--- config.mk ---
export PLATFORM = sky130hd
export DESIGN_NAME = rate_reestimate_with_pooling
export DESIGN_NICKNAME = d
export VERILOG_FILES = /design/src/rtl/rre_pkg.sv /design/src/rtl/rre_ctrl.sv /design/src/rtl/rre_datapath.sv /design/src/rtl/rate_reestimate_with_pooling.sv
export SDC_FILE = /design/constraint.sdc
export NUM_CORES = 2
export LEC_CHECK = 0
export BUFFER_PORTS_ARGS = -buffer_cell sky130_fd_sc_hd__buf_2
export CAP_MARGIN = 20
export CELL_PAD_IN_SITES_DETAIL_PLACEMENT = 1
export CELL_PAD_IN_SITES_GLOBAL_PLACEMENT = 2
export CORE_ASPECT_RATIO = 0.8
export CORE_MARGIN = 2
export CORE_UTILIZATION = 42
export CTS_BUF_LIST = sky130_fd_sc_hd__clkbuf_2 sky130_fd_sc_hd__clkbuf_4 sky130_fd_sc_hd__clkbuf_8
export CTS_CLUSTER_DIAMETER = 200
export DETAILED_ROUTE_END_ITERATION = 6
export GPL_TIMING_DRIVEN = 0
export PLACE_DENSITY_LB_ADDON = 0.1
export SLEW_MARGIN = 10
export SYNTH_ARGS = -nofsm -noshare
export SYNTH_HDL_FRONTEND = slang
export SYNTH_SLANG_ARGS = --single-unit
--- constraint.sdc ---
create_clock -name clock -period 10.4 [get_ports clock]
set_input_delay 1.04 -clock clock [delete_from_list [all_inputs] [get_ports clock]]
set_output_delay 1.04 -clock clock [all_outputs]
set_load 0.005 [all_outputs]
--- src/rtl/rre_pkg.sv ---
`default_nettype none

package rre_pkg;

   // marker counter width; pool sums and divider widths follow from it
   localparam int MARKER_COUNT_BITS = 24;

   localparam int EC_W   = 16;                      // empirical_count
   localparam int CNT_W  = 32;                      // Q16.16 input counts
   localparam int RATE_W = 17;                      // Q1.16 rates, up to 1.0
   localparam int SIZE_W = MARKER_COUNT_BITS;       // pool sizes
   localparam int ESUM_W = MARKER_COUNT_BITS + 16;  // error pool sum
   localparam int SSUM_W = MARKER_COUNT_BITS + 17;  // switch pool sum
   localparam int NUM_W  = SSUM_W;                  // widest dividend
   localparam int DEN_W  = EC_W + SIZE_W;           // widest divisor
   localparam int DSH_W  = DEN_W + RATE_W - 1;      // divisor shifted to top quotient bit
   localparam int REM_W  = DEN_W + RATE_W;          // partial remainder
   localparam int STEP_W = $clog2(RATE_W + 1);      // divider step counter

   localparam logic [RATE_W-1:0] RATE_MAX = RATE_W'(65536);
   localparam logic [STEP_W-1:0] DIV_STEPS = STEP_W'(RATE_W);

   // divider operand / result destination codes
   localparam logic [1:0] SRC_BG_ERR = 2'd0;
   localparam logic [1:0] SRC_BG_SW  = 2'd1;
   localparam logic [1:0] SRC_IT_ERR = 2'd2;
   localparam logic [1:0] SRC_IT_SW  = 2'd3;

   // pool select for the divisor multiply
   localparam logic POOL_ERR = 1'b0;
   localparam logic POOL_SW  = 1'b1;

   typedef struct packed {
      logic       survey;     // fold accepted survey request into pools
      logic       load;       // capture accepted update request
      logic       mul_en;     // form empirical_count * pool size
      logic       mul_sel;    // which pool size
      logic       div_start;  // launch divider
      logic       store;      // take divider result
      logic [1:0] div_src;    // operands / destination
      logic       emit;       // move result into output register
   } cmd_type;

   typedef struct packed {
      logic div_busy;
      logic bg_ready;
   } status_type;

endpackage

`default_nettype wire

--- src/rtl/rre_ctrl.sv ---
`default_nettype none

module rre_ctrl (
   input  wire                  clock,
   input  wire                  reset,
   input  wire                  req_tvalid,
   input  wire                  req_action,
   output logic                 req_tready,
   output logic                 rsp_tvalid,
   input  wire                  rsp_tready,
   output rre_pkg::cmd_type     cmd,
   input  rre_pkg::status_type  status
);

   localparam logic [3:0] ST_IDLE      = 4'd0;
   localparam logic [3:0] ST_BGE_MUL   = 4'd1;
   localparam logic [3:0] ST_BGE_START = 4'd2;
   localparam logic [3:0] ST_BGE_WAIT  = 4'd3;
   localparam logic [3:0] ST_BGS_MUL   = 4'd4;
   localparam logic [3:0] ST_BGS_START = 4'd5;
   localparam logic [3:0] ST_BGS_WAIT  = 4'd6;
   localparam logic [3:0] ST_ITE_START = 4'd7;
   localparam logic [3:0] ST_ITE_WAIT  = 4'd8;
   localparam logic [3:0] ST_ITS_START = 4'd9;
   localparam logic [3:0] ST_ITS_WAIT  = 4'd10;
   localparam logic [3:0] ST_EMIT      = 4'd11;

   logic [3:0] state_ff, state_in;
   logic       rsp_valid_ff, rsp_valid_in;

   assign req_tready = (state_ff == ST_IDLE);
   assign rsp_tvalid = rsp_valid_ff;

   // sequencer: surveys fold in while idle; backgrounds once per update pass, then the two item quotients
   always_comb begin
      state_in = state_ff;
      cmd      = '0;
      unique case (state_ff)
         ST_IDLE: begin
            if (req_tvalid) begin
               if (!req_action) begin
                  cmd.survey = 1'b1;
               end else begin
                  cmd.load = 1'b1;
                  state_in = status.bg_ready ? ST_ITE_START : ST_BGE_MUL;
               end
            end
         end
         ST_BGE_MUL: begin
            cmd.mul_en  = 1'b1;
            cmd.mul_sel = rre_pkg::POOL_ERR;
            state_in    = ST_BGE_START;
         end
         ST_BGE_START: begin
            cmd.div_start = 1'b1;
            cmd.div_src   = rre_pkg::SRC_BG_ERR;
            state_in      = ST_BGE_WAIT;
         end
         ST_BGE_WAIT: begin
            cmd.div_src = rre_pkg::SRC_BG_ERR;
            if (!status.div_busy) begin
               cmd.store = 1'b1;
               state_in  = ST_BGS_MUL;
            end
         end
         ST_BGS_MUL: begin
            cmd.mul_en  = 1'b1;
            cmd.mul_sel = rre_pkg::POOL_SW;
            state_in    = ST_BGS_START;
         end
         ST_BGS_START: begin
            cmd.div_start = 1'b1;
            cmd.div_src   = rre_pkg::SRC_BG_SW;
            state_in      = ST_BGS_WAIT;
         end
         ST_BGS_WAIT: begin
            cmd.div_src = rre_pkg::SRC_BG_SW;
            if (!status.div_busy) begin
               cmd.store = 1'b1;
               state_in  = ST_ITE_START;
            end
         end
         ST_ITE_START: begin
            cmd.div_start = 1'b1;
            cmd.div_src   = rre_pkg::SRC_IT_ERR;
            state_in      = ST_ITE_WAIT;
         end
         ST_ITE_WAIT: begin
            cmd.div_src = rre_pkg::SRC_IT_ERR;
            if (!status.div_busy) begin
               cmd.store = 1'b1;
               state_in  = ST_ITS_START;
            end
         end
         ST_ITS_START: begin
            cmd.div_start = 1'b1;
            cmd.div_src   = rre_pkg::SRC_IT_SW;
            state_in      = ST_ITS_WAIT;
         end
         ST_ITS_WAIT: begin
            cmd.div_src = rre_pkg::SRC_IT_SW;
            if (!status.div_busy) begin
               cmd.store = 1'b1;
               state_in  = ST_EMIT;
            end
         end
         ST_EMIT: begin
            if (!rsp_valid_ff || rsp_tready) begin
               cmd.emit = 1'b1;
               state_in = ST_IDLE;
            end
         end
         default: begin
            state_in = ST_IDLE;
         end
      endcase
   end

   // output valid: set on emit, dropped when taken
   always_comb begin
      rsp_valid_in = rsp_valid_ff;
      priority if (cmd.emit) begin
         rsp_valid_in = 1'b1;
      end else if (rsp_tready) begin
         rsp_valid_in = 1'b0;
      end
   end

   always_ff @(posedge clock) begin
      if (reset) begin
         state_ff     <= ST_IDLE;
         rsp_valid_ff <= 1'b0;
      end else begin
         state_ff     <= state_in;
         rsp_valid_ff <= rsp_valid_in;
      end
   end

`ifndef SYNTH
   // the item error wait state is only reached through its start state
   assert property (@(posedge clock) disable iff (reset)
      (state_ff == ST_ITE_WAIT) |->
         ($past(state_ff) == ST_ITE_START || $past(state_ff) == ST_ITE_WAIT))
      else $error("item error wait entered without start");

   // background computation only when backgrounds are stale
   assert property (@(posedge clock) disable iff (reset)
      (state_ff == ST_IDLE && cmd.load && status.bg_ready) |=>
         (state_ff == ST_ITE_START))
      else $error("backgrounds recomputed while ready");

   // emit never overwrites a result that was not taken
   assert property (@(posedge clock) disable iff (reset)
      cmd.emit |-> (!rsp_valid_ff || rsp_tready))
      else $error("output overwritten");
`endif

endmodule

`default_nettype wire

--- src/rtl/rre_datapath.sv ---
`default_nettype none

module rre_datapath (
   input  wire                                 clock,
   input  wire                                 reset,
   input  wire                                 csr_wr_en,
   input  wire  [rre_pkg::EC_W-1:0]            csr_wr_data,
   input  wire  [rre_pkg::CNT_W-1:0]           in_error_sum,
   input  wire  [rre_pkg::CNT_W-1:0]           in_switch_sum,
   input  wire                                 in_has_interval,
   input  rre_pkg::cmd_type                    cmd,
   output rre_pkg::status_type                 status,
   output logic [rre_pkg::RATE_W-1:0]          out_error_rate,
   output logic [rre_pkg::RATE_W-1:0]          out_switch_rate,
   output logic                                out_switch_valid,
   output logic                                out_last
);

   localparam int EC_W   = rre_pkg::EC_W;
   localparam int CNT_W  = rre_pkg::CNT_W;
   localparam int RATE_W = rre_pkg::RATE_W;
   localparam int SIZE_W = rre_pkg::SIZE_W;
   localparam int ESUM_W = rre_pkg::ESUM_W;
   localparam int SSUM_W = rre_pkg::SSUM_W;
   localparam int NUM_W  = rre_pkg::NUM_W;
   localparam int DEN_W  = rre_pkg::DEN_W;
   localparam int DSH_W  = rre_pkg::DSH_W;
   localparam int REM_W  = rre_pkg::REM_W;
   localparam int STEP_W = rre_pkg::STEP_W;

   logic [EC_W-1:0]   ec_ff;
   logic [ESUM_W-1:0] err_pool_sum_ff;
   logic [SIZE_W-1:0] err_pool_size_ff;
   logic [SSUM_W-1:0] sw_pool_sum_ff;
   logic [SIZE_W-1:0] sw_pool_size_ff;
   logic [RATE_W-1:0] err_bg_ff, sw_bg_ff;
   logic              bg_ready_ff;

   logic [CNT_W-1:0]  item_err_ff, item_sw_ff;
   logic              item_has_int_ff;
   logic [RATE_W-1:0] erate_ff, srate_ff;
   logic [DEN_W-1:0]  prod_ff;

   logic [REM_W-1:0]  div_rem_ff;
   logic [DSH_W-1:0]  div_dsh_ff;
   logic [RATE_W-1:0] div_q_ff;
   logic [STEP_W-1:0] div_cnt_ff;
   logic              div_sat_ff;

   logic [NUM_W-1:0]  div_num;
   logic [DEN_W-1:0]  div_den;
   logic [REM_W-1:0]  div_num_ext;
   logic              div_ge;
   logic [RATE_W-1:0] div_result;
   logic              err_small, sw_small, it_err_big, it_sw_big;
   logic              clear_pools;
   logic [SIZE_W-1:0] mul_size;

   assign status.div_busy = (div_cnt_ff != '0);
   assign status.bg_ready = bg_ready_ff;

   // thresholds: error below 1.0, switch below 2.0 (Q16.16)
   assign err_small  = (in_error_sum[CNT_W-1:16] == '0);
   assign sw_small   = (in_switch_sum[CNT_W-1:17] == '0);
   assign it_err_big = (item_err_ff[CNT_W-1:16] != '0);
   assign it_sw_big  = (item_sw_ff[CNT_W-1:17] != '0);

   // final marker clears pools as its result leaves
   assign clear_pools = cmd.emit && !item_has_int_ff;

   // configuration register
   always_ff @(posedge clock) begin
      if (reset) begin
         ec_ff <= EC_W'(1);
      end else if (csr_wr_en) begin
         ec_ff <= csr_wr_data;
      end
   end

   // pools and backgrounds
   always_ff @(posedge clock) begin
      if (reset || clear_pools) begin
         err_pool_sum_ff  <= '0;
         err_pool_size_ff <= '0;
         sw_pool_sum_ff   <= '0;
         sw_pool_size_ff  <= '0;
         err_bg_ff        <= '0;
         sw_bg_ff         <= '0;
         bg_ready_ff      <= 1'b0;
      end else begin
         if (cmd.survey) begin
            if (err_small && (err_pool_size_ff != '1)) begin
               err_pool_sum_ff  <= err_pool_sum_ff + ESUM_W'(in_error_sum);
               err_pool_size_ff <= err_pool_size_ff + SIZE_W'(1);
            end
            if (in_has_interval && sw_small && (sw_pool_size_ff != '1)) begin
               sw_pool_sum_ff  <= sw_pool_sum_ff + SSUM_W'(in_switch_sum);
               sw_pool_size_ff <= sw_pool_size_ff + SIZE_W'(1);
            end
         end
         if (cmd.store && cmd.div_src == rre_pkg::SRC_BG_ERR) begin
            err_bg_ff <= (err_pool_size_ff == '0) ? '0 : div_result;
         end
         if (cmd.store && cmd.div_src == rre_pkg::SRC_BG_SW) begin
            sw_bg_ff    <= (sw_pool_size_ff == '0) ? '0 : div_result;
            bg_ready_ff <= 1'b1;
         end
      end
   end

   // request capture, divisor product and per-item rates
   assign mul_size = (cmd.mul_sel == rre_pkg::POOL_ERR) ? err_pool_size_ff : sw_pool_size_ff;

   always_ff @(posedge clock) begin
      if (cmd.load) begin
         item_err_ff     <= in_error_sum;
         item_sw_ff      <= in_switch_sum;
         item_has_int_ff <= in_has_interval;
      end
      if (cmd.mul_en) begin
         prod_ff <= DEN_W'(ec_ff) * DEN_W'(mul_size);
      end
      if (cmd.store && cmd.div_src == rre_pkg::SRC_IT_ERR) begin
         erate_ff <= it_err_big ? div_result : err_bg_ff;
      end
      if (cmd.store && cmd.div_src == rre_pkg::SRC_IT_SW) begin
         srate_ff <= !item_has_int_ff ? '0 : (it_sw_big ? div_result : sw_bg_ff);
      end
      if (cmd.emit) begin
         out_error_rate   <= erate_ff;
         out_switch_rate  <= srate_ff;
         out_switch_valid <= item_has_int_ff;
         out_last         <= !item_has_int_ff;
      end
   end

   // divider operand select
   always_comb begin
      unique case (cmd.div_src)
         rre_pkg::SRC_BG_ERR: begin
            div_num = NUM_W'(err_pool_sum_ff);
            div_den = prod_ff;
         end
         rre_pkg::SRC_BG_SW: begin
            div_num = sw_pool_sum_ff;
            div_den = prod_ff;
         end
         rre_pkg::SRC_IT_ERR: begin
            div_num = NUM_W'(item_err_ff);
            div_den = DEN_W'(ec_ff);
         end
         default: begin
            div_num = NUM_W'(item_sw_ff);
            div_den = DEN_W'(ec_ff);
         end
      endcase
   end

   assign div_num_ext = REM_W'(div_num);
   assign div_ge      = (div_rem_ff >= REM_W'(div_dsh_ff));

   // restoring divider, one quotient bit per cycle; a quotient of 2.0 or more
   // (and a zero divisor) saturates up front
   always_ff @(posedge clock) begin
      if (reset) begin
         div_cnt_ff <= '0;
      end else if (cmd.div_start) begin
         div_cnt_ff <= rre_pkg::DIV_STEPS;
      end else if (div_cnt_ff != '0) begin
         div_cnt_ff <= div_cnt_ff - STEP_W'(1);
      end
   end

   always_ff @(posedge clock) begin
      if (cmd.div_start) begin
         div_rem_ff <= div_num_ext;
         div_dsh_ff <= {div_den, {(RATE_W-1){1'b0}}};
         div_q_ff   <= '0;
         div_sat_ff <= (div_num_ext >= {div_den, {RATE_W{1'b0}}});
      end else if (div_cnt_ff != '0) begin
         if (div_ge) begin
            div_rem_ff <= div_rem_ff - REM_W'(div_dsh_ff);
         end
         div_q_ff   <= {div_q_ff[RATE_W-2:0], div_ge};
         div_dsh_ff <= div_dsh_ff >> 1;
      end
   end

   assign div_result = (div_sat_ff || div_q_ff > rre_pkg::RATE_MAX) ? rre_pkg::RATE_MAX
                                                                     : div_q_ff;

`ifndef SYNTH
   // divider runs its full step count after every start
   assert property (@(posedge clock) disable iff (reset)
      cmd.div_start |=> (div_cnt_ff == rre_pkg::DIV_STEPS))
      else $error("divider did not start");

   // pool size only shrinks on a final-marker clear
   assert property (@(posedge clock) disable iff (reset)
      !clear_pools |=> (err_pool_size_ff >= $past(err_pool_size_ff)))
      else $error("error pool size decreased");

   // results are taken only from an idle divider and stay within 1.0
   assert property (@(posedge clock) disable iff (reset)
      cmd.store |-> (div_cnt_ff == '0 && div_result <= rre_pkg::RATE_MAX))
      else $error("divider result taken early or out of range");
`endif

endmodule

`default_nettype wire

--- src/rtl/rate_reestimate_with_pooling.sv ---
`default_nettype none

// channel   direction  handshake                payload
// req_*     in         req_tvalid/req_tready    tdata: error_sum, switch_sum; tuser: action, has_interval
// rsp_*     out        rsp_tvalid/rsp_tready    tdata: error_rate, switch_rate; tuser: switch_valid; tlast
// csr_*     in         csr_wr_en                csr_wr_data: empirical_count
//
// A survey request folds into the pools as it is accepted. An update request computes
// two quotients on a shared restoring divider at one bit a cycle.
// The first update request of a pass adds two background quotients before them.
// Synchronous active-high reset clears the pools, backgrounds and control.
// A result waits in the output register; the next request is taken meanwhile
// and stalls only when its own result is ready to leave.

module rate_reestimate_with_pooling (
   input  wire                           clock,
   input  wire                           reset,
   input  wire                           req_tvalid,
   output logic                          req_tready,
   input  wire  [63:0]                   req_tdata,   // [31:0] error_sum, [63:32] switch_sum
   input  wire  [1:0]                    req_tuser,   // [0] action, [1] has_interval
   output logic                          rsp_tvalid,
   input  wire                           rsp_tready,
   output logic [39:0]                   rsp_tdata,   // [16:0] error_rate, [33:17] switch_rate
   output logic                          rsp_tuser,   // switch_valid
   output logic                          rsp_tlast,   // last
   input  wire                           csr_wr_en,
   input  wire  [rre_pkg::EC_W-1:0]      csr_wr_data
);

   rre_pkg::cmd_type            cmd;
   rre_pkg::status_type         status;
   logic [rre_pkg::RATE_W-1:0]  error_rate, switch_rate;

   rre_ctrl u_ctrl (
      .clock      (clock),
      .reset      (reset),
      .req_tvalid (req_tvalid),
      .req_action (req_tuser[0]),
      .req_tready (req_tready),
      .rsp_tvalid (rsp_tvalid),
      .rsp_tready (rsp_tready),
      .cmd        (cmd),
      .status     (status)
   );

   rre_datapath u_datapath (
      .clock            (clock),
      .reset            (reset),
      .csr_wr_en        (csr_wr_en),
      .csr_wr_data      (csr_wr_data),
      .in_error_sum     (req_tdata[31:0]),
      .in_switch_sum    (req_tdata[63:32]),
      .in_has_interval  (req_tuser[1]),
      .cmd              (cmd),
      .status           (status),
      .out_error_rate   (error_rate),
      .out_switch_rate  (switch_rate),
      .out_switch_valid (rsp_tuser),
      .out_last         (rsp_tlast)
   );

   assign rsp_tdata = {6'b0, switch_rate, error_rate};

endmodule

`default_nettype wire
; After elaboration in Yosys (flattened, before gate mapping)
; Cells that the tools add are included.
[word_totals]
ff_bits = 496
input_bits = 87
word_cells = 135
[classes]
addsub = 6
multipliers = 1
order_cmp = 3
eq_ne = 23
muxes = 37
n_reduce_logical = 37
[ops]
columns = operator, n
row1 = 41-bit two-way mux, 3
row2 = 41-bit case mux with 3 select lines, 1
row3 = 56-bit two-way mux, 2
row4 = 17-bit two-way mux, 5
row5 = 41-bit by 57-bit >= comparator with 1-bit output, 1
row6 = 57-bit by 56-bit >= comparator with 1-bit output, 1
row7 = 57-bit by 56-bit subtractor with 57-bit output, 1
row8 = 24-bit by 1-bit adder with 24-bit output (second input constant), 2
row9 = 24-bit zero test, 2
row10 = 24-bit != test (second input constant), 2
row11 = 4-bit case mux with 12 select lines, 1
row12 = 41-bit by 32-bit adder with 41-bit output, 1
row13 = 40-bit by 32-bit adder with 40-bit output, 1
row14 = 16-bit by 24-bit multiplier with 40-bit output, 1
row15 = 40-bit two-way mux, 1
row16 = 4-bit two-way mux, 7
row17 = 24-bit two-way mux, 1
row18 = 17-bit > comparator (second input constant), 1
row19 = 4-bit by 3-bit equality test with 1-bit output (second input constant), 4
row20 = 4-bit equality test (second input constant), 4
row21 = 16-bit zero test, 1
row22 = 16-bit nonzero test, 1
row23 = 15-bit zero test, 1
row24 = 15-bit nonzero test, 1
row25 = other kinds (24), 61

; Longest topological paths before layout
[depth]
ltp_word = 7
depth_mapped = 29
ltp_nobuf = 27

; By module
; Synthesis repeated with hierarchy kept, for this count alone.
[unflattened]
hier_cells = 4360
area_unflattened_um2 = 40059.7
[modules_own_cells]
columns = mod, n_inst, cells_per_inst, area_per_inst_um2, seq_area_each_um2
row1 = rre_datapath, 1, 4290, 39512.9, 12401.9
row2 = rre_ctrl, 1, 63, 498.0, 100.1
row3 = rate_reestimate_with_pooling, 1, 7, 48.8, 0.0

; Least setup slack after synthesis
; No wires, ideal clock.
[synth_path]
path_type = reg-to-reg
from = register u_ctrl.state_ff[3]
to = register u_datapath.prod_ff[35], data pin
setup_time_ns = 0.259
t_arrival_ns = 7.403
required_ns = 10.141
path_slack_ns = 2.738
path_stages_with_launch = 27
path_buffers = 3
cell_sequence = dfxtp_1 -> clkbuf_1 -> nor3_1 -> clkbuf_1 -> mux2_2 -> clkbuf_1 -> nand2_1 -> fa_1 -> inv_1 -> fa_1 -> inv_1 -> fa_1 -> inv_1 -> fa_1 -> fa_1 -> inv_1 -> fa_1 -> inv_1 -> ha_1 -> nand3_1 -> or3_1 -> a21oi_1 -> a311oi_1 -> o41a_1 -> o21ai_0 -> a21oi_1 -> xnor2_1
[synth_between]
elab_chain_cells = 4
word_cells_on_any_way = 5
[synth_rtl]
columns = element, line
row1 = start: declaration, rre_ctrl.sv:28  ; logic [3:0] state_ff, state_in;
row2 = start signal: assignment, rre_ctrl.sv:134  ; state_ff <= state_in;
row3 = 4-bit by 3-bit equality test with 1-bit output / 4-bit by 1-bit equality test with 1-bit output (equally long branches), rre_ctrl.sv:38  ; unique case (state_ff)
row4 = 2-bit case mux with 2 select lines (*), rre_ctrl.sv:38
row5 = 24-bit two-way mux (*), rre_datapath.sv:112  ; assign mul_size = (cmd.mul_sel == rre_pkg::POOL_ERR) ? err_pool_size_ff : sw_pool_size_ff;
row6 = 16-bit by 24-bit multiplier with 40-bit output (*), rre_datapath.sv:121  ; prod_ff <= DEN_W'(ec_ff) * DEN_W'(mul_size);
row7 = end signal: assignment, rre_datapath.sv:121
row8 = end: declaration, rre_datapath.sv:42  ; logic [DEN_W-1:0] prod_ff;
; Mark *: on every way between the ends. The rest lies on a longest branch, timed or not.
; A chain may end at the register's enable or synchronous reset.

; Worst setup path in the final report
[layout_path]
from = register u_ctrl.state_ff[3]
to = register u_datapath.prod_ff[39], data pin
; The elaborated chain is that of the path after synthesis.

==> results.yml <==
cells_and_area:
  fillers: 11100
  multi_input_area_um2: 25000
  final_area_um2: 44500
  drive_above_1_share: 0.0809
  final_nets: 5367
  final_util: 0.469
  register_area_um2: 12500
  area_growth_pct: 10.8
timing:
  fmax_mhz: 104
  slew_viol_final: 0
  min_period_over_period: 0.924
  rsz0062_at_grt: "no"
  final_hold_viol_count: 0
  tightestPinTransition_ns: 1.20
  clock_skew_ns: 0.0281
  max_slew_margin: 0.201
  setup_viol_count_final: 0
  fin_crit_ns: 9.61
setup_path:
  cp-start-kind: "register"
  ff2ff_setup_slack_ns: 0.79
  crit_type: "register to register"
  end_kind: "register"
  cp.arrival_ns: 10.08
  crit_path_max_fanout: 10
  cp.required_ns: 10.87
synthesis:
  yosys_register_bits: 496
  synth_edf_count: 257
  postSynthAreaPerCell_um2: 8.97
  yosysTopAreaCell: "edfxtp_1"
  netlist.area_leader.share: 0.192
  synthArstFlopShare: 0
  syn_area_um2: 40100
  synthFlopType: "edfxtp_1"
  yosys.cell_types.count: 88
  synthMostInstantiatedCell: "nand2_1"
  synthCells: 4471
  ys_top_cells_by_count: "nand2_1, inv_1, a21oi_1, fa_1, nor2_1"
  yosysWarnings: 0
  yosysSeqAreaShare: 0.312
  synth_area_leaders: "edfxtp_1, fa_1, dfxtp_1, ha_1, nand2_1"
clock_tree:
  cts_tree: "built"
  insertion_delay_ns: 0.73
  cts_root_buf: "clkbuf_8"
  ctsResizeCount: 0
  numCtsBuffers: 89
  htreeDepth: 3
  ctsHoldBuffers: 0
  post_cts.repair.setup_buffers: 0
  clk_pin_slew_ns: 0.06
  cts_buffer_depth: 3
  cts_sinks: 496
power:
  p_comb_frac: 0.469
  finalPower_mw: 9.31
  power_frac_seq: 0.320
  power.density_nw_per_um2: 209
  p_clk_frac: 0.211
  p_leak_nw: 18.9
  switching_share: 0.444
  p_int_mw: 5.18
  irDropWorstVdd_v: 0.000134
  switching_power_mw: 4.13
place:
  place_area_um2: 42600
  dp_hpwl_mm: 118
  numPortBuffers: 122
  gp_congestion: 0.937
routing:
  drc: 0
  wl_per_cell_um: 24.6
  via_count: 34500
  antenna_left: 0
  drt_iter0_markers: 2718
  vias_per_cell: 5.72
  first_pass_iters: 7
  postRouteWirelength_mm: 148
floorplan:
  io_pins: 131
  die_h_um: 280
  die_area_um2: 98000
  die_w_um: 349
  start_util: 0.423
  rows: 101
  coreArea_um2: 94800
grt:
  antenna_found_initial: 11
  grt_pass1_wl_mm: 222
  globalRouteOverflowTotal: 0
  first_global_vias: 34900
  grt_max_degree: 58
  track_usage: 0.303
hold_path:
  min-delay-path-class: "register to register"
run:
  drv_cap: 0
status:
  outcome: "finished, final reports clean"
==> critical path, cell delays in order, from the launching register on <==
cell	delay, ns
dfxtp_1	0.38
clkbuf_1	0.28
nor3_2	0.27
buf_6	0.21
clkbuf_1	0.49
mux2_2	0.41
clkbuf_1	0.73
nand2_1	0.18
fa_1	0.57
inv_1	0.05
fa_1	0.52
inv_1	0.05
fa_1	0.49
inv_1	0.07
fa_1	0.49
fa_1	0.49
inv_1	0.05
fa_1	0.49
inv_1	0.07
ha_1	0.37
nand3_1	0.16
or3_1	0.42
a21oi_1	0.64
a311oi_1	0.36
nor3_1	0.48
a31oi_1	0.22
a31oi_1	0.26
xnor2_1	0.11
==> stage by stage <==
stage	worst slack [ns]	setup TNS (ns)	hold WS, ns	std cells
floorplan	2.74	0	0.400	4476
global placement	-0.587	-3.17	0.401	5834
detailed placement	0.888	0	0.406	5853
CTS	0.839	0	0.401	6021
global route	0.185	0	0.417	6024
finish	0.786	0	0.411	6027
==> final cells by class <==
type | count | share of cell area
tap | 1236 | 0.0348
buffer | 230 | 0.0204
clock buffer | 115 | 0.0334
antenna | 5 | 0.000281
multi-input combinational | 3273 | 0.562
clock inverter | 53 | 0.00822
timing repair buffer | 142 | 0.0197
inverter | 477 | 0.0403
sequential | 496 | 0.281
==> final timing paths <==
path / start / to / cells past startpoint
worst min register to register: u_datapath.erate_ff[1]$_DFFE_PP_ / u_datapath.out_error_rate[1]$_DFFE_PP_ / 0
worst max-delay path: u_ctrl.state_ff[3]$_SDFFE_PP0P_ / u_datapath.prod_ff[39]$_DFFE_PP_ / 27
worst min-delay path: u_datapath.erate_ff[1]$_DFFE_PP_ / u_datapath.out_error_rate[1]$_DFFE_PP_ / 0
worst max register to register: u_ctrl.state_ff[3]$_SDFFE_PP0P_ / u_datapath.prod_ff[39]$_DFFE_PP_ / 27
==> power groups by stage <==
stage	logic, mW	registers, mW	clock network (mW)
CTS	4.29	2.97	2.01
global route	4.79	3.01	2.10
global placement	4.10	3.02	0
floorplan	2.92	2.88	0
detailed placement	4.26	3.00	0
finish	4.36	2.98	1.97
==> layout by cell type (no fill, tap or decap), types with 96 or more instances in the layout <==
cell type | synthesis | routed
nand2_1 | 622 | 621
inv_1 | 477 | 476
a21oi_1 | 309 | 309
fa_1 | 309 | 309
nor2_1 | 273 | 272
ha_1 | 262 | 262
edfxtp_1 | 257 | 257
dfxtp_1 | 239 | 239
clkbuf_1 | 187 | 187
and2_1 | 183 | 183
o21ai_0 | 156 | 154
nand3_1 | 141 | 141
buf_2 | 17 | 140
clkbuf_8 | 0 | 99
xnor2_1 | 96 | 96
==> cells by family (layout without fill, tap and decap cells) <==
family	count (synthesis)	in the layout	synth area share
flip-flops	496	496	0.312
XOR/XNOR	173	173	0.0380
other	1	11	0.0000935
AO/OA/AOI/OAI	927	927	0.149
buffers and inverters	707	1017	0.0673
AND/OR/NAND/NOR	1523	1523	0.179
adder cells (fa/ha/maj)	571	571	0.236
multiplexers	73	73	0.0193
==> per-layer routing <==
metal,vias to the layer above,global-route usage,share of wire
li1,15800,-,-
met1,17400,0.452,0.48
met2,1051,0.434,0.41
met3,183,0.0772,0.083
met4,6,0.0713,0.022
met5,-,0.0174,0.0018
==> sequential cells by signal (all words and copies together), names as in the netlist, 4 cells and up <==
register and flops:
u_ctrl.state_ff 4, u_datapath.prod_ff 40, u_datapath.err_pool_sum_ff 40, u_datapath.div_rem_ff 57, u_datapath.out_error_rate 17, u_datapath.div_q_ff 17, u_datapath.erate_ff 17, u_datapath.err_bg_ff 17
u_datapath.out_switch_rate 17, u_datapath.sw_pool_sum_ff 41, u_datapath.item_sw_ff 32, u_datapath.ec_ff 16, u_datapath.div_cnt_ff 5, u_datapath.sw_pool_size_ff 24, u_datapath.item_err_ff 32, u_datapath.err_pool_size_ff 24
u_datapath.div_dsh_ff 56, u_datapath.sw_bg_ff 17, u_datapath.srate_ff 17
Note: power is estimated with default switching activity, not from simulation.
